$ cat config.mk
export PLATFORM = sky130hd
export DESIGN_NAME = i2c_register_master_top
export DESIGN_NICKNAME = d
export VERILOG_FILES = /design/src/hw/rtl/i2crm_pkg.sv /design/src/hw/rtl/i2crm_regs.sv /design/src/hw/rtl/i2crm_core.sv /design/src/hw/rtl/i2c_register_master_top.sv
export SDC_FILE = /design/constraint.sdc
export NUM_CORES = 1
export LEC_CHECK = 0
export ABC_AREA = 1
export BUFFER_PORTS_ARGS = -buffer_cell sky130_fd_sc_hd__buf_2
export CAP_MARGIN = 25
export CELL_PAD_IN_SITES_DETAIL_PLACEMENT = 1
export CELL_PAD_IN_SITES_GLOBAL_PLACEMENT = 2
export CORE_ASPECT_RATIO = 1.2
export CORE_MARGIN = 3
export CORE_UTILIZATION = 36
export DETAILED_ROUTE_END_ITERATION = 8
export GPL_TIMING_DRIVEN = 0
export PLACE_DENSITY = 0.92
export SYNTH_ARGS = -nofsm -noshare
export SYNTH_HDL_FRONTEND = slang
export SYNTH_HIERARCHICAL = 1
export SYNTH_SLANG_ARGS = --single-unit
$ cat constraint.sdc
create_clock -name clk_i -period 5.5 [get_ports clk_i]
set_clock_uncertainty 0.1 [all_clocks]
set_input_delay 0.55 -clock clk_i [delete_from_list [all_inputs] [get_ports clk_i]]
set_output_delay 0.55 -clock clk_i [all_outputs]
set_load 0.01 [all_outputs]
$ cat src/hw/rtl/i2crm_pkg.sv
// ----------------------------------------------------------------------------
// i2crm_pkg: shared types and constants for the I2C register master
// Configuration reset values, register decode and the item/result words.
// ----------------------------------------------------------------------------
`default_nettype none

package i2crm_pkg;

  localparam int unsigned PADDR_W = 3;

  // Register decode uses bit 2 of the byte address.
  localparam logic REG_PHASE_TICKS = 1'b0;
  localparam logic REG_ACK_TIMEOUT = 1'b1;

  localparam logic [9:0] PHASE_TICKS_RST = 10'd35;
  localparam logic [7:0] ACK_TIMEOUT_RST = 8'd30;

  typedef struct packed {
    logic [9:0] phase_ticks;
    logic [7:0] ack_timeout;
  } cfg_t;

  typedef struct packed {
    logic       start_request;
    logic       operation;
    logic [6:0] slave_address;
    logic [7:0] register_address;
    logic [7:0] byte_count;
    logic [7:0] write_data;
    logic       sda_in;
  } item_t;

  typedef struct packed {
    logic       scl_release;
    logic       sda_release;
    logic       write_taken;
    logic       read_valid;
    logic [7:0] read_data;
    logic       read_last;
    logic       busy_res;
    logic       done_res;
    logic       error;
  } result_t;

endpackage

`default_nettype wire

$ cat src/hw/rtl/i2crm_regs.sv
// ----------------------------------------------------------------------------
// i2crm_regs: configuration registers
// APB-style write and read access to the phase length and ack timeout.
// ----------------------------------------------------------------------------
`default_nettype none

module i2crm_regs (
  input  wire logic                         clk_i,
  input  wire logic                         rst_ni,
  input  wire logic                         psel,
  input  wire logic                         penable,
  input  wire logic                         pwrite,
  input  wire logic [i2crm_pkg::PADDR_W-1:0] paddr,
  input  wire logic [31:0]                  pwdata,
  output logic      [31:0]                  prdata,
  output logic                              pready,
  output i2crm_pkg::cfg_t                   cfg_o
);

  logic [9:0] phase_ticks_q;
  logic [7:0] ack_timeout_q;
  logic       wr_en;

  assign pready = 1'b1;
  assign wr_en  = psel & penable & pwrite;

  always_ff @(posedge clk_i or negedge rst_ni) begin
    if (!rst_ni) begin
      phase_ticks_q <= i2crm_pkg::PHASE_TICKS_RST;
      ack_timeout_q <= i2crm_pkg::ACK_TIMEOUT_RST;
    end else if (wr_en) begin
      case (paddr[2])
        i2crm_pkg::REG_PHASE_TICKS: phase_ticks_q <= pwdata[9:0];
        i2crm_pkg::REG_ACK_TIMEOUT: ack_timeout_q <= pwdata[7:0];
        default: ;
      endcase
    end
  end

  always_comb begin
    case (paddr[2])
      i2crm_pkg::REG_PHASE_TICKS: prdata = {22'd0, phase_ticks_q};
      i2crm_pkg::REG_ACK_TIMEOUT: prdata = {24'd0, ack_timeout_q};
      default:                    prdata = 32'd0;
    endcase
  end

  assign cfg_o.phase_ticks = phase_ticks_q;
  assign cfg_o.ack_timeout = ack_timeout_q;

endmodule

`default_nettype wire

$ cat src/hw/rtl/i2crm_core.sv
// ----------------------------------------------------------------------------
// i2crm_core: transaction sequencer
// Advances the bus sequence by one tick for each word and forms its result.
// ----------------------------------------------------------------------------
`default_nettype none

module i2crm_core (
  input  wire logic              clk_i,
  input  wire logic              rst_ni,
  input  wire logic              step_i,
  input  wire i2crm_pkg::cfg_t   cfg_i,
  input  wire i2crm_pkg::item_t  item_i,
  output i2crm_pkg::result_t     res_o
);

  localparam logic [4:0] ST_IDLE      = 5'd0;
  localparam logic [4:0] ST_START_A   = 5'd1;
  localparam logic [4:0] ST_START_B   = 5'd2;
  localparam logic [4:0] ST_START_C   = 5'd3;
  localparam logic [4:0] ST_TX_LOW    = 5'd4;
  localparam logic [4:0] ST_TX_HIGH   = 5'd5;
  localparam logic [4:0] ST_TX_HOLD   = 5'd6;
  localparam logic [4:0] ST_ACK_LOW   = 5'd7;
  localparam logic [4:0] ST_ACK_HIGH  = 5'd8;
  localparam logic [4:0] ST_ACK_POLL  = 5'd9;
  localparam logic [4:0] ST_ACK_END   = 5'd10;
  localparam logic [4:0] ST_RX_LOW    = 5'd11;
  localparam logic [4:0] ST_RX_HIGH   = 5'd12;
  localparam logic [4:0] ST_RX_HOLD   = 5'd13;
  localparam logic [4:0] ST_MACK_LOW  = 5'd14;
  localparam logic [4:0] ST_MACK_HIGH = 5'd15;
  localparam logic [4:0] ST_MACK_END  = 5'd16;
  localparam logic [4:0] ST_STOP_A    = 5'd17;
  localparam logic [4:0] ST_STOP_B    = 5'd18;
  localparam logic [4:0] ST_STOP_C    = 5'd19;

  localparam logic [1:0] KIND_ADDR_W = 2'd0;
  localparam logic [1:0] KIND_REG    = 2'd1;
  localparam logic [1:0] KIND_DATA   = 2'd2;
  localparam logic [1:0] KIND_ADDR_R = 2'd3;

  logic [4:0] step_q, step_d;
  logic [3:0] bit_cnt_q, bit_cnt_d;
  logic [7:0] bytes_left_q, bytes_left_d;
  logic [7:0] shift_q, shift_d;
  logic [9:0] delay_q, delay_d;
  logic [7:0] ack_wait_q, ack_wait_d;
  logic [6:0] held_addr_q, held_addr_d;
  logic [7:0] held_reg_q, held_reg_d;
  logic       held_op_q, held_op_d;
  logic [1:0] kind_q, kind_d;
  logic       err_flag_q, err_flag_d;

  logic [10:0] delay_inc;
  logic        phase_hit;
  logic [9:0]  delay_adv;
  logic [3:0]  bit_inc;
  logic [7:0]  bytes_dec;
  logic        tx_bit;
  logic        ack_bit;

  // Phase timer: a phase ends once the incremented count reaches the setting.
  assign delay_inc = {1'b0, delay_q} + 11'd1;
  assign phase_hit = delay_inc >= {1'b0, cfg_i.phase_ticks};
  assign delay_adv = phase_hit ? 10'd0 : delay_inc[9:0];
  assign bit_inc   = bit_cnt_q + 4'd1;
  assign bytes_dec = bytes_left_q - 8'd1;
  assign tx_bit    = shift_q[7];
  assign ack_bit   = (bytes_left_q == 8'd0);

  // Line levels follow the state held at the start of the tick.
  always_comb begin
    res_o             = '0;
    res_o.scl_release = 1'b1;
    res_o.sda_release = 1'b1;
    res_o.busy_res    = (step_q != ST_IDLE);
    case (step_q)
      ST_START_B: res_o.sda_release = 1'b0;
      ST_START_C, ST_STOP_A: begin
        res_o.scl_release = 1'b0;
        res_o.sda_release = 1'b0;
      end
      ST_TX_LOW, ST_TX_HOLD: begin
        res_o.scl_release = 1'b0;
        res_o.sda_release = tx_bit;
      end
      ST_TX_HIGH: res_o.sda_release = tx_bit;
      ST_ACK_LOW, ST_ACK_END, ST_RX_LOW, ST_RX_HOLD: res_o.scl_release = 1'b0;
      ST_MACK_LOW, ST_MACK_END: begin
        res_o.scl_release = 1'b0;
        res_o.sda_release = ack_bit;
      end
      ST_MACK_HIGH: res_o.sda_release = ack_bit;
      ST_STOP_B:    res_o.sda_release = 1'b0;
      default: ;
    endcase

    case (step_q)
      ST_ACK_END: begin
        if (phase_hit && kind_q != KIND_ADDR_W && kind_q != KIND_ADDR_R &&
            !(kind_q == KIND_REG && held_op_q) && bytes_left_q != 8'd0) begin
          res_o.write_taken = 1'b1;
        end
      end
      ST_RX_HOLD: begin
        if (phase_hit && bit_inc >= 4'd8) begin
          res_o.read_valid = 1'b1;
          res_o.read_data  = shift_q;
          res_o.read_last  = (bytes_dec == 8'd0);
        end
      end
      ST_STOP_C: begin
        if (phase_hit) begin
          res_o.done_res = 1'b1;
          res_o.error    = err_flag_q;
        end
      end
      default: ;
    endcase
  end

  always_comb begin
    step_d       = step_q;
    bit_cnt_d    = bit_cnt_q;
    bytes_left_d = bytes_left_q;
    shift_d      = shift_q;
    delay_d      = delay_q;
    ack_wait_d   = ack_wait_q;
    held_addr_d  = held_addr_q;
    held_reg_d   = held_reg_q;
    held_op_d    = held_op_q;
    kind_d       = kind_q;
    err_flag_d   = err_flag_q;

    case (step_q)
      ST_IDLE: begin
        if (item_i.start_request) begin
          held_addr_d  = item_i.slave_address;
          held_reg_d   = item_i.register_address;
          held_op_d    = item_i.operation;
          bytes_left_d = item_i.byte_count;
          err_flag_d   = 1'b0;
          delay_d      = 10'd0;
          shift_d      = {item_i.slave_address, 1'b0};
          kind_d       = KIND_ADDR_W;
          step_d       = ST_START_A;
        end
      end
      ST_START_A, ST_START_B, ST_TX_LOW, ST_TX_HIGH, ST_ACK_LOW, ST_RX_LOW,
      ST_MACK_LOW, ST_MACK_HIGH, ST_STOP_A, ST_STOP_B: begin
        delay_d = delay_adv;
        if (phase_hit) begin
          step_d = step_q + 5'd1;
        end
      end
      ST_START_C: begin
        delay_d = delay_adv;
        if (phase_hit) begin
          bit_cnt_d = 4'd0;
          step_d    = ST_TX_LOW;
        end
      end
      ST_TX_HOLD: begin
        delay_d = delay_adv;
        if (phase_hit) begin
          shift_d   = {shift_q[6:0], 1'b0};
          bit_cnt_d = bit_inc;
          step_d    = (bit_inc >= 4'd8) ? ST_ACK_LOW : ST_TX_LOW;
        end
      end
      ST_ACK_HIGH: begin
        delay_d = delay_adv;
        if (phase_hit) begin
          ack_wait_d = 8'd0;
          step_d     = ST_ACK_POLL;
        end
      end
      ST_ACK_POLL: begin
        delay_d = 10'd0;
        if (!item_i.sda_in) begin
          step_d = ST_ACK_END;
        end else if (ack_wait_q >= cfg_i.ack_timeout) begin
          err_flag_d = 1'b1;
          step_d     = ST_STOP_A;
        end else begin
          ack_wait_d = ack_wait_q + 8'd1;
        end
      end
      ST_ACK_END: begin
        delay_d = delay_adv;
        if (phase_hit) begin
          if (kind_q == KIND_ADDR_W) begin
            shift_d   = held_reg_q;
            kind_d    = KIND_REG;
            bit_cnt_d = 4'd0;
            step_d    = ST_TX_LOW;
          end else if (kind_q == KIND_ADDR_R) begin
            if (bytes_left_q != 8'd0) begin
              bit_cnt_d = 4'd0;
              shift_d   = 8'd0;
              step_d    = ST_RX_LOW;
            end else begin
              step_d = ST_STOP_A;
            end
          end else if (kind_q == KIND_REG && held_op_q) begin
            // Register index sent: repeated start with the read address.
            shift_d = {held_addr_q, 1'b1};
            kind_d  = KIND_ADDR_R;
            step_d  = ST_START_A;
          end else if (bytes_left_q != 8'd0) begin
            bytes_left_d = bytes_dec;
            shift_d      = item_i.write_data;
            kind_d       = KIND_DATA;
            bit_cnt_d    = 4'd0;
            step_d       = ST_TX_LOW;
          end else begin
            step_d = ST_STOP_A;
          end
        end
      end
      ST_RX_HIGH: begin
        delay_d = delay_adv;
        if (phase_hit) begin
          shift_d = {shift_q[6:0], item_i.sda_in};
          step_d  = ST_RX_HOLD;
        end
      end
      ST_RX_HOLD: begin
        delay_d = delay_adv;
        if (phase_hit) begin
          bit_cnt_d = bit_inc;
          if (bit_inc >= 4'd8) begin
            bytes_left_d = bytes_dec;
            step_d       = ST_MACK_LOW;
          end else begin
            step_d = ST_RX_LOW;
          end
        end
      end
      ST_MACK_END: begin
        delay_d = delay_adv;
        if (phase_hit) begin
          if (bytes_left_q != 8'd0) begin
            bit_cnt_d = 4'd0;
            shift_d   = 8'd0;
            step_d    = ST_RX_LOW;
          end else begin
            step_d = ST_STOP_A;
          end
        end
      end
      ST_STOP_C: begin
        delay_d = delay_adv;
        if (phase_hit) begin
          err_flag_d = 1'b0;
          step_d     = ST_IDLE;
        end
      end
      default: begin
        step_d  = ST_IDLE;
        delay_d = 10'd0;
      end
    endcase
  end

  always_ff @(posedge clk_i or negedge rst_ni) begin
    if (!rst_ni) begin
      step_q       <= ST_IDLE;
      bit_cnt_q    <= 4'd0;
      bytes_left_q <= 8'd0;
      shift_q      <= 8'd0;
      delay_q      <= 10'd0;
      ack_wait_q   <= 8'd0;
      held_addr_q  <= 7'd0;
      held_reg_q   <= 8'd0;
      held_op_q    <= 1'b0;
      kind_q       <= KIND_ADDR_W;
      err_flag_q   <= 1'b0;
    end else if (step_i) begin
      step_q       <= step_d;
      bit_cnt_q    <= bit_cnt_d;
      bytes_left_q <= bytes_left_d;
      shift_q      <= shift_d;
      delay_q      <= delay_d;
      ack_wait_q   <= ack_wait_d;
      held_addr_q  <= held_addr_d;
      held_reg_q   <= held_reg_d;
      held_op_q    <= held_op_d;
      kind_q       <= kind_d;
      err_flag_q   <= err_flag_d;
    end
  end

endmodule

`default_nettype wire

$ cat src/hw/rtl/i2c_register_master_top.sv
// ----------------------------------------------------------------------------
// i2c_register_master_top: I2C master for register read and write transactions
// A word is held in the input register, then steps the sequencer, and its
// result is captured in the result register until it is taken.
// Throughput: one word per cycle unless the result channel stalls; the
// sequencer steps once per word. An input register and a result register
// part the two channels, so a word is taken while an earlier result
// still waits. Reset clears the handshake stages and the sequencer and loads
// the configuration defaults (35 ticks per phase, ack timeout of 30).
// ----------------------------------------------------------------------------
`default_nettype none

module i2c_register_master_top (
  input  wire logic                          clk_i,
  input  wire logic                          rst_ni,
  input  wire logic                          psel,
  input  wire logic                          penable,
  input  wire logic                          pwrite,
  input  wire logic [i2crm_pkg::PADDR_W-1:0] paddr,
  input  wire logic [31:0]                   pwdata,
  output logic      [31:0]                   prdata,
  output logic                               pready,
  input  wire logic                          in_valid_i,
  output logic                               in_ready_o,
  input  wire logic                          start_request_i,
  input  wire logic                          operation_i,
  input  wire logic [6:0]                    slave_address_i,
  input  wire logic [7:0]                    register_address_i,
  input  wire logic [7:0]                    byte_count_i,
  input  wire logic [7:0]                    write_data_i,
  input  wire logic                          sda_in_i,
  output logic                               out_valid_o,
  input  wire logic                          out_ready_i,
  output logic                               scl_release_o,
  output logic                               sda_release_o,
  output logic                               write_taken_o,
  output logic                               read_valid_o,
  output logic      [7:0]                    read_data_o,
  output logic                               read_last_o,
  output logic                               busy_res_o,
  output logic                               done_res_o,
  output logic                               error_o
);

  i2crm_pkg::cfg_t    cfg;
  i2crm_pkg::item_t   in_q;
  i2crm_pkg::result_t res;
  i2crm_pkg::result_t out_q;
  logic               in_vld_q;
  logic               out_vld_q;
  logic               advance;
  logic               in_take;

  i2crm_regs u_regs (
    .clk_i   (clk_i),
    .rst_ni  (rst_ni),
    .psel    (psel),
    .penable (penable),
    .pwrite  (pwrite),
    .paddr   (paddr),
    .pwdata  (pwdata),
    .prdata  (prdata),
    .pready  (pready),
    .cfg_o   (cfg)
  );

  // A held word steps the sequencer when the result register is free or drains.
  assign advance    = in_vld_q & (~out_vld_q | out_ready_i);
  assign in_ready_o = ~in_vld_q | advance;
  assign in_take    = in_valid_i & in_ready_o;

  always_ff @(posedge clk_i or negedge rst_ni) begin
    if (!rst_ni) begin
      in_vld_q  <= 1'b0;
      out_vld_q <= 1'b0;
    end else begin
      in_vld_q  <= in_take | (in_vld_q & ~advance);
      out_vld_q <= advance | (out_vld_q & ~out_ready_i);
    end
  end

  always_ff @(posedge clk_i) begin
    if (in_take) begin
      in_q.start_request    <= start_request_i;
      in_q.operation        <= operation_i;
      in_q.slave_address    <= slave_address_i;
      in_q.register_address <= register_address_i;
      in_q.byte_count       <= byte_count_i;
      in_q.write_data       <= write_data_i;
      in_q.sda_in           <= sda_in_i;
    end
    if (advance) begin
      out_q <= res;
    end
  end

  i2crm_core u_core (
    .clk_i  (clk_i),
    .rst_ni (rst_ni),
    .step_i (advance),
    .cfg_i  (cfg),
    .item_i (in_q),
    .res_o  (res)
  );

  assign out_valid_o   = out_vld_q;
  assign scl_release_o = out_q.scl_release;
  assign sda_release_o = out_q.sda_release;
  assign write_taken_o = out_q.write_taken;
  assign read_valid_o  = out_q.read_valid;
  assign read_data_o   = out_q.read_data;
  assign read_last_o   = out_q.read_last;
  assign busy_res_o    = out_q.busy_res;
  assign done_res_o    = out_q.done_res;
  assign error_o       = out_q.error;

endmodule

`default_nettype wire

Word level (Yosys, flattened, before mapping) --
Cells that the tools add are included.
Word-level totals: bits in registers 132, input port bits 76, output and inout bits 51, word-level logic and storage cells 214
Operators by class: add/sub/neg operators 5, order comparisons 3, eq/ne operators 46, multiplexer cells 74, bitwise operators 15, reductions and logical operators 40
Operators with widths (number):
- $mux 8 | 21
- $mux 5 | 17
- $pmux 32 s2 | 1
- $pmux 5 s11 | 1
- $eq 5x4->1 const B | 8
- $pmux 8 s5 | 1
- $mux 4 | 8
- $mux 10 | 3
- $ne 2x1->1 const B | 13
- $pmux 8 s3 | 1
- $eq 5x3->1 const B | 4
- $eq 5x5->1 const B | 4
- $pmux 10 s2 | 1
- $reduce_or 10->1 | 2
- $reduce_or 18->1 | 1
- $logic_not 8->1 | 2
- $mux 2 | 8
- $pmux 4 s4 | 1
- $pmux 8 s2 | 1
- $ne 2x2->1 const B | 7
- $reduce_and 12->1 | 1
- $reduce_and 6->1 | 2
- $add 10x1->11 const B | 1
- $ge 11x10->1 | 1
- other kinds (39) | 73

Longest topological paths before layout --
Gate-level depths: netlist of run 1.
depth in word-level cells 7, mapped depth 18, mapped depth without buffers 18

By module --
The synthesis of run 1 kept the hierarchy.
Modules (own cells, without submodules):
- i2crm_core | times used 1, cells an instance 690, area an instance 4837.1 um2, seq. area each 1551.5 um2
- i2c_register_master_top | times used 1, cells an instance 62, area an instance 1596.5 um2, seq. area each 1551.5 um2
- i2crm_regs | times used 1, cells an instance 135, area an instance 1044.8 um2, seq. area each 459.2 um2

Worst setup path before layout of run 1 --
No wires, ideal clock.
kind input -> register, start point input port out_ready_i, end point register u_core.bytes_left_q[0], setup time 0.118 ns, arrival 2.680 ns, data required time 5.282 ns, path slack 2.602 ns, stages 9, buffers on the path 0, path through inv_2 -> a21oi_1 -> inv_1 -> o21ai_1 -> nand3_1 -> nor4_4 -> nand2_4 -> nand2_1 -> nand2_1
On the way: cells in the longest elaborated chain, start to end 3
Ends and longest elaborated chain:
- start: declaration | RTL line i2c_register_master_top.sv:33 | input wire logic out_ready_i,
- $or 1x1->1 | RTL line i2c_register_master_top.sv:68 | assign advance = in_vld_q & (~out_vld_q | out_ready_i);
- $and 1x1->1 | RTL line i2c_register_master_top.sv:68
- net advance | RTL line i2c_register_master_top.sv:51 | logic advance;
- $reduce_and 10->1 (no line)
- end signal: assignment | RTL line i2crm_core.sv:282 | bytes_left_q <= bytes_left_d;
- end: declaration | RTL line i2crm_core.sv:44 | logic [7:0] bytes_left_q, bytes_left_d;
The timed path passes the listed nets, and every way through them passes these cells. A chain may end at the register's enable or synchronous reset.

Final worst setup path of run 1 --
start point register u_core.delay_q[0], end point register u_core.bytes_left_q[6]
On the way: cells in the longest elaborated chain, start to end 4, elaborated cells between the ends (all ways) 5, classes of those cells 1 x add/sub; 1 x order compare; 2 x eq/ne; 1 x reduce/logical
Ends and longest elaborated chain:
- start: declaration | RTL line i2crm_core.sv:46 | logic [9:0] delay_q, delay_d;
- start signal: assignment | RTL line i2crm_core.sv:284 | delay_q <= delay_d;
- $add 10x1->11 * | RTL line i2crm_core.sv:63 | assign delay_inc = {1'b0, delay_q} + 11'd1;
- $ge 11x10->1 * | RTL line i2crm_core.sv:64 | assign phase_hit = delay_inc >= {1'b0, cfg_i.phase_ticks};
- $ne 2x1->1 (no line)
- $reduce_and 10->1 (no line) *
Mark *: on every way between the ends. The rest lies on a longest branch, timed or not.

==> impl_metrics.yaml, run 1 <==
run_status:
  status: "finished clean"
yosys:
  synth_most_common_cell: "nand2_1"
  synth_common_cells: "260 x nand2_1, 92 x inv_1, 75 x dfrtp_1, 71 x nor2_1, 62 x nand3_1"
  synth_edf_count: 50
  synth_seq_cells: 132
  synth.avg_cell_area_um2: 8.43
  synthTopCellsByArea: "dfrtp_1 25%, edfxtp_1 20%, nand2_1 13%"
  synth_largest_area_cell: "dfrtp_1"
  dominantRegCellSynth: "dfrtp_1"
  synth_top_area_share_pct: 25.1
  syn_area_um2: 7480
  synthCells: 887
  synth_async_sr_flop_share_pct: 62.1
  ys_seq_area_share_pct: 47.6
  yosysUniqueCellTypes: 47
  yosysWarnings: 6
sta:
  finalHoldViolCount: 0
  setup_viol: 0
  finalCriticalPeriod_ps: 3340
  relSlewSlack_pct: 57.0
  tightest_slew_ps: 640
  min_period_over_period_pct: 60.7
  rsz0062_at_grt: "no"
  setup_tns_ps: 0
  maxSlewViolCount: 0
  fmax_mhz: 299
setup_path:
  worstSetupStartpoint: "u_core/delay_q[0]"
  criticalPathCategory: "reg -> reg"
  worstSetupEndpoint: "u_core/bytes_left_q[6]"
  worstPathRequired_ps: 5770
  critPathSlowestCell: "nor4_1"
  endpoint_kind: "flip-flop"
  reg2reg_depth: 16
  reg2reg_from: "u_core/delay_q[0]"
  crit_fanout: 9
  crit_arrival_ps: 3600
  cp_slowest_stage_delay_ps: 460
  crit_path_start_kind: "flip-flop"
  r2r-end: "u_core/bytes_left_q[6]"
  r2r_slack_ps: 2160
  path_cells: "nand3_1 > nor4_1 > nand2_1 > xor2_1 > inv_1 > ha_1 > a21o_1 > a21oi_1 > o21ai_1 > inv_1 > nand2_2 > inv_2 > nand2_1 > nand2_4 > nand2_1 > nand2_1"
  path_common_cell: "nand2_1"
die:
  die_w_um: 138
  core_area_um2: 20300
  row_count: 57
  initial_core_util_pct: 36.8
  dieArea_um2: 22500
  die_h_um: 164
  ioPinCount: 127
pwr:
  power_w: 0.00363
  powerDensity_nw_per_um2: 404
  power.leakage_nw: 4.39
  ir_worst_vdd_mv: 0.227
cts:
  cts_htree_levels: 4
  cts-buffers-inserted: 17
  cts.repair.resized: 0
  clock_latency_ps: 420
  cts.sinks: 132
  post_cts_buffers: 0
  path_clk_slew_ps: 70
  cts_tree: "yes"
  ctsRootBufferMaster: "clkbuf_16"
  hold_buffers: 0
  ctsLongestPathBuffers: 2
detailed_routing:
  drc_errors: 0
  viasPerCell: 4.98
  drtPass1Iterations: 4
  drtAntennaViolNets: 0
  vias: 6404
  wirelength_um: 20600
  drt_iter0_markers: 317
  drt-wirelength-per-cell_um: 16.0
placement:
  place_hpwl_um: 15300
  dp.cells: 1255
  gp_congestion: 0.863
  portBuffers: 79
  placed_cell_area_um2: 8360
global_route:
  grt_usage_pct: 19.3
  grt_overflow: 0
  grt_max_degree: 46
  antenna_found_initial: 0
  grt_pass1_wl_um: 34100
  grt_pass1_vias: 6869
final_layout:
  nFillCells: 2490
  area_growth_pct: 20.0
  drive_above_1_share_pct: 20.8
  antenna_cells: 0
  fin_util_pct: 44.1
  final_area_um2: 8970
  finalNetCount: 1116
  instances_no_fill: 1287
worst_hold_path:
  hp-class: "in -> async"
job:
  drv_cap: 0
## through the flow
| stage | hold slack [ps] | setup WS, ps |
|---|---|---|
| 2_1_floorplan | 154 | 2600 |
| 3_3_place_gp | 357 | 1270 |
| 3_5_place_dp | 370 | 2170 |
| 4_1_cts | 19.8 | 2130 |
| 5_1_grt | 37.2 | 1860 |
| 6_report | 12.6 | 2160 |
## placed cells by master, fill, tap and decap left out, types with 15 or more instances in the layout
master,synthesis,routed
buf_2,5,83
buf_4,24,25
nand4_1,27,27
clkbuf_16,0,17
dfrtp_1,75,75
edfxtp_1,50,50
o21ai_0,30,30
nand3_1,62,62
a21oi_1,21,20
conb_1,2,23
inv_1,92,92
nor2_1,71,71
nand2_1,260,260
inv_2,15,15
ha_1,31,31
## metal layers
metal	routed length, um	track usage, %	vias up
li1	-	-	3108
met1	8640	22.8	3122
met2	10700	34.3	140
met3	768	3.31	34
met4	471	7.71	0
met5	0	0	-
## where the power goes
group,internal (W),total (W),switching (W)
registers,0.00123,0.00138,0.000148
clock network,0.000733,0.00119,0.000458
logic,0.000375,0.00106,0.000686
## worst max-delay path: cells and delay by family, from the launching register on
family                   cells  cell delay [ps]
AO/OA/AOI/OAI                3              370
XOR/XNOR                     1              220
buffers and inverters        3              430
adder cells (fa/ha/maj)      1              170
flip-flops                   1              420
AND/OR/NAND/NOR              8             1570
## sequential cells by signal (all words and copies together), names as in the netlist, 2 cells and up
name	count
u_core/held_reg_q	8
u_core/shift_q	8
u_core/step_q	5
read_data_o	8
u_core/bytes_left_q	8
u_regs/ack_timeout_q	8
in_q	34
u_regs/phase_ticks_q	10
u_core/bit_cnt_q	4
u_core/ack_wait_q	8
u_core/kind_q	2
u_core/held_addr_q	7
u_core/delay_q	10
## how the worst min path moves through the flow
stage	start	endpoint	slack, ps	depth (start not counted)
finish	rst_ni	u_regs/phase_ticks_q[3]	10	1
global route	rst_ni	u_regs/phase_ticks_q[3]	40	1
CTS	rst_ni	u_regs/phase_ticks_q[3]	20	1
detailed placement	u_core/err_flag_q	u_core/err_flag_q	370	2
global placement	u_core/err_flag_q	u_core/err_flag_q	360	2
floorplan	rst_ni	in_vld_q	150	0
## logic make-up (layout without fill, tap and decap cells)
| family | count (synthesis) | in the layout | synth area share [%] |
|---|---|---|---|
| flip-flops | 132 | 132 | 47.6 |
| AO/OA/AOI/OAI | 81 | 81 | 6.36 |
| buffers and inverters | 142 | 256 | 8.60 |
| other | 2 | 23 | 0.100 |
| AND/OR/NAND/NOR | 464 | 464 | 27.6 |
| multiplexers | 16 | 16 | 2.34 |
| XOR/XNOR | 19 | 19 | 2.23 |
| adder cells (fa/ha/maj) | 31 | 31 | 5.19 |
## final cells by class
type / instances / area (um^2) / share of cell area (%)
multi-input cells: 634 / 3360 / 37.4
repair buffers: 82 / 468 / 5.22
clock inverters: 13 / 169 / 1.88
plain buffers: 34 / 235 / 2.62
well taps: 265 / 332 / 3.70
flip-flops and latches: 132 / 3560 / 39.7
clock buffers: 19 / 443 / 4.94
inverters: 108 / 408 / 4.55
Power figures use the tool's default switching activity.
==> run 2: changes to the inputs <==
- ABC_AREA: 1 -> 0
- CORE_UTILIZATION: 36 -> 33
- PLACE_DENSITY: 0.92 -> 0.84
- clock period: 5.5 -> 2.75 ns (I/O delays scaled with it)
==> impl_metrics.yaml, run 2 <==
final_layout:
  multiInputGateArea_um2: 3750
  antenna_cells: 0
  drive_above_1_share_pct: 34.4
  reg.largest.list: "in_q x34, u_core/delay_q x10, u_regs/phase_ticks_q x10"
  area_growth_pct: 35.0
  top_register: "in_q"
  final_cell_mix: "85 x buf_2, 72 x dfrtp_1, 59 x nand2_1, 50 x edfxtp_1, 49 x buf_4"
  finalNetCount: 966
  largest_reg_flops: 34
  final_common_cell: "buf_2"
  layout.area.seq_um2: 3570
  nFillCells: 2344
cts:
  ctsRootBufferMaster: "clkbuf_16"
  cts_htree_levels: 4
  cts_tree: "yes"
  cts-buffers-inserted: 17
  ctsLongestPathBuffers: 2
  path_clk_slew_ps: 70
  cts.sinks: 132
  clock_latency_ps: 430
worst_hold_path:
  min_path_cells: 3
  hp-class: "in -> reg"
  holdCritStartpoint: "out_ready_i"
  whs_endpoint: "out_valid_o"
die:
  dieArea_um2: 23900
  initial_core_util_pct: 34.2
  row_count: 58
  ioPinCount: 127
  die_w_um: 142
  core_area_um2: 21300
  die_h_um: 169
setup_path:
  crit_fanout: 5
  crit_arrival_ps: 2960
  path_cells: "ha_4 > nand3_2 > or2_4 > nor2_4 > xor2_2 > ha_1 > a21o_1 > a21oi_2 > o21a_4 > o21a_4 > nor3_4 > and4bb_1"
  endpoint_kind: "flip-flop"
  criticalPathCategory: "reg -> reg"
  cp_slowest_stage_delay_ps: 390
  critPathSlowestCell: "dfrtp_2"
  path_common_cell: "o21a_4"
  r2r-end: "read_last_o"
  crit_path_start_kind: "flip-flop"
  r2r_slack_ps: -130
  reg2reg_depth: 12
  reg2reg_from: "u_core/delay_q[0]"
  worstPathRequired_ps: 2830
pwr:
  sw_frac_of_total_pct: 37.5
  seq_power_share_pct: 33.8
  pwr-share-comb_pct: 37.9
  clkPwrFrac_pct: 28.2
  powerDensity_nw_per_um2: 872
  power.leakage_nw: 4.31
  p_int_w: 0.00537
  ir_worst_vdd_mv: 0.522
  p_sw_w: 0.00322
global_route:
  grt_overflow: 0
  grt_usage_pct: 18.4
  grt_max_degree: 55
  antenna_found_initial: 0
  grt_pass1_vias: 6474
  grt_pass1_wl_um: 35000
sta:
  fmax_mhz: 347
  maxSlewViolCount: 0
  min_period_over_period_pct: 105
  finalHoldViolCount: 0
  relSlewSlack_pct: 41.6
  worst_slack_ps: -130
  setup_tns_ps: -2930
  finalCriticalPeriod_ps: 2880
  rsz0062_at_grt: "yes"
  tightest_slew_ps: 872
  setup_viol: 45
detailed_routing:
  drtPass1Iterations: 4
  met1Wirelength_um: 9240
  drtAntennaViolNets: 0
  drt_iter0_markers: 220
  top_layer_used: "met4"
  dr_wl_met3_um: 764
  drc_errors: 0
  dr_wl_met2_um: 11000
  drt-wirelength-per-cell_um: 18.8
  viasPerCell: 5.25
  wirelength_um: 21500
  vias: 5993
yosys:
  synth_seq_cells: 132
  ys_seq_area_share_pct: 48.9
  synth_edf_count: 50
  synth.avg_cell_area_um2: 10.9
  synth_largest_area_cell: "dfrtp_1"
  synthTopCellsByArea: "dfrtp_1 26%, edfxtp_1 21%, mux2_2 5.4%"
  synth_async_sr_flop_share_pct: 62.1
  synth_most_common_cell: "dfrtp_1"
  yosysUniqueCellTypes: 73
  syn_area_um2: 7290
  synthCells: 666
  dominantRegCellSynth: "dfrtp_1"
  synth_common_cells: "75 x dfrtp_1, 60 x nand2_1, 50 x edfxtp_1, 35 x mux2_2, 33 x inv_1"
  synth_top_area_share_pct: 25.7
  yosysWarnings: 6
placement:
  post-place-ws_ps: -797
  portBuffers: 79
  place_hpwl_um: 14400
  gp_congestion: 0.852
job:
  drv_cap: 0
run_status:
  failed_checks: "setup timing"
  status: "finished, violations left"
==> run 2: logic make-up (layout without fill, tap and decap cells) <==
logic type                 Yosys count  in the layout  synth area share (%)
xor gates and xnor gates            12             12                  1.44
muxes                               55             55                  8.89
DFF                                132            132                  48.9
other                                2             23                 0.103
adders and majority gates           31             31                  5.32
AOI/OAI and AO/OA                  159            159                  15.4
and+or+nand+nor                    194            195                  14.2
buffers and inverters               81            265                  5.75
==> run 2: worst max-delay path, delay by kind of cell, from the launching register on <==
family                     cells  cell delay [ps]
and+or+nand+nor                5              810
AOI/OAI and AO/OA              4              750
adders and majority gates      2              410
DFF                            1              390
xor gates and xnor gates       1              160
==> run 2: metrics by stage <==
stage | power (W) | area [um^2] | util (%) | hold WS (ps) | cells
after floorplan | 0.00472 | 7430 | - | -121 | 687
after global placement | 0.00549 | 8170 | 38.3 | 352 | 1036
after detailed placement | 0.00558 | 8220 | 38.5 | 147 | 1038
after CTS | 0.00844 | 9650 | 45.2 | 27.3 | 1138
after global routing | 0.00912 | 9840 | 46.1 | 71.6 | 1142
final | 0.00859 | 9840 | 46.1 | 45.0 | 1142
==> run 2: metal layers <==
layer  vias up  global-route usage [%]
li1       2806                       -
met4         0                    5.88
met1      3010                    22.7
met2       142                    32.6
met3        35                    3.25
met5         -                       0
==> run 2: layout make-up <==
type	instances	share of cell area (%)
plain buffers	46	3.17
flip-flops and latches	132	36.2
clock inverters	15	2.02
repair buffers	154	11.4
inverters	33	1.26
clock buffers	17	4.32
multi-input cells	475	38.2
well taps	270	3.43
==> run 2: timing repair <==
item,in CTS,in global routing
endpoints found under the setup margin,69,69
resized for setup,42,40
hold buffers,46,0
gates cloned,1,0
endpoints found under the hold margin,80,0
pin swaps,17,15
setup buffers,23,4
==> run 2: power groups by stage <==
stage	clock (W)	sequential, W	combinational [W]
6_report	0.00242	0.00290	0.00326
5_1_grt	0.00258	0.00297	0.00358
4_1_cts	0.00248	0.00290	0.00306
3_5_place_dp	0	0.00292	0.00266
3_3_place_gp	0	0.00290	0.00259
2_1_floorplan	0	0.00281	0.00191
==> run 2: worst max path at each step <==
| stage | start | to | slack (ps) |
|---|---|---|---|
| 2_1_floorplan | u_core/delay_q[0] | u_core/bytes_left_q[1] | -160 |
| 3_3_place_gp | u_core/delay_q[0] | u_core/ack_wait_q[7] | -690 |
| 3_5_place_dp | u_core/delay_q[0] | u_core/step_q[2] | -800 |
| 4_1_cts | u_core/delay_q[0] | read_last_o | -190 |
| 5_1_grt | u_core/delay_q[1] | read_last_o | -290 |
| 6_report | u_core/delay_q[0] | read_last_o | -130 |
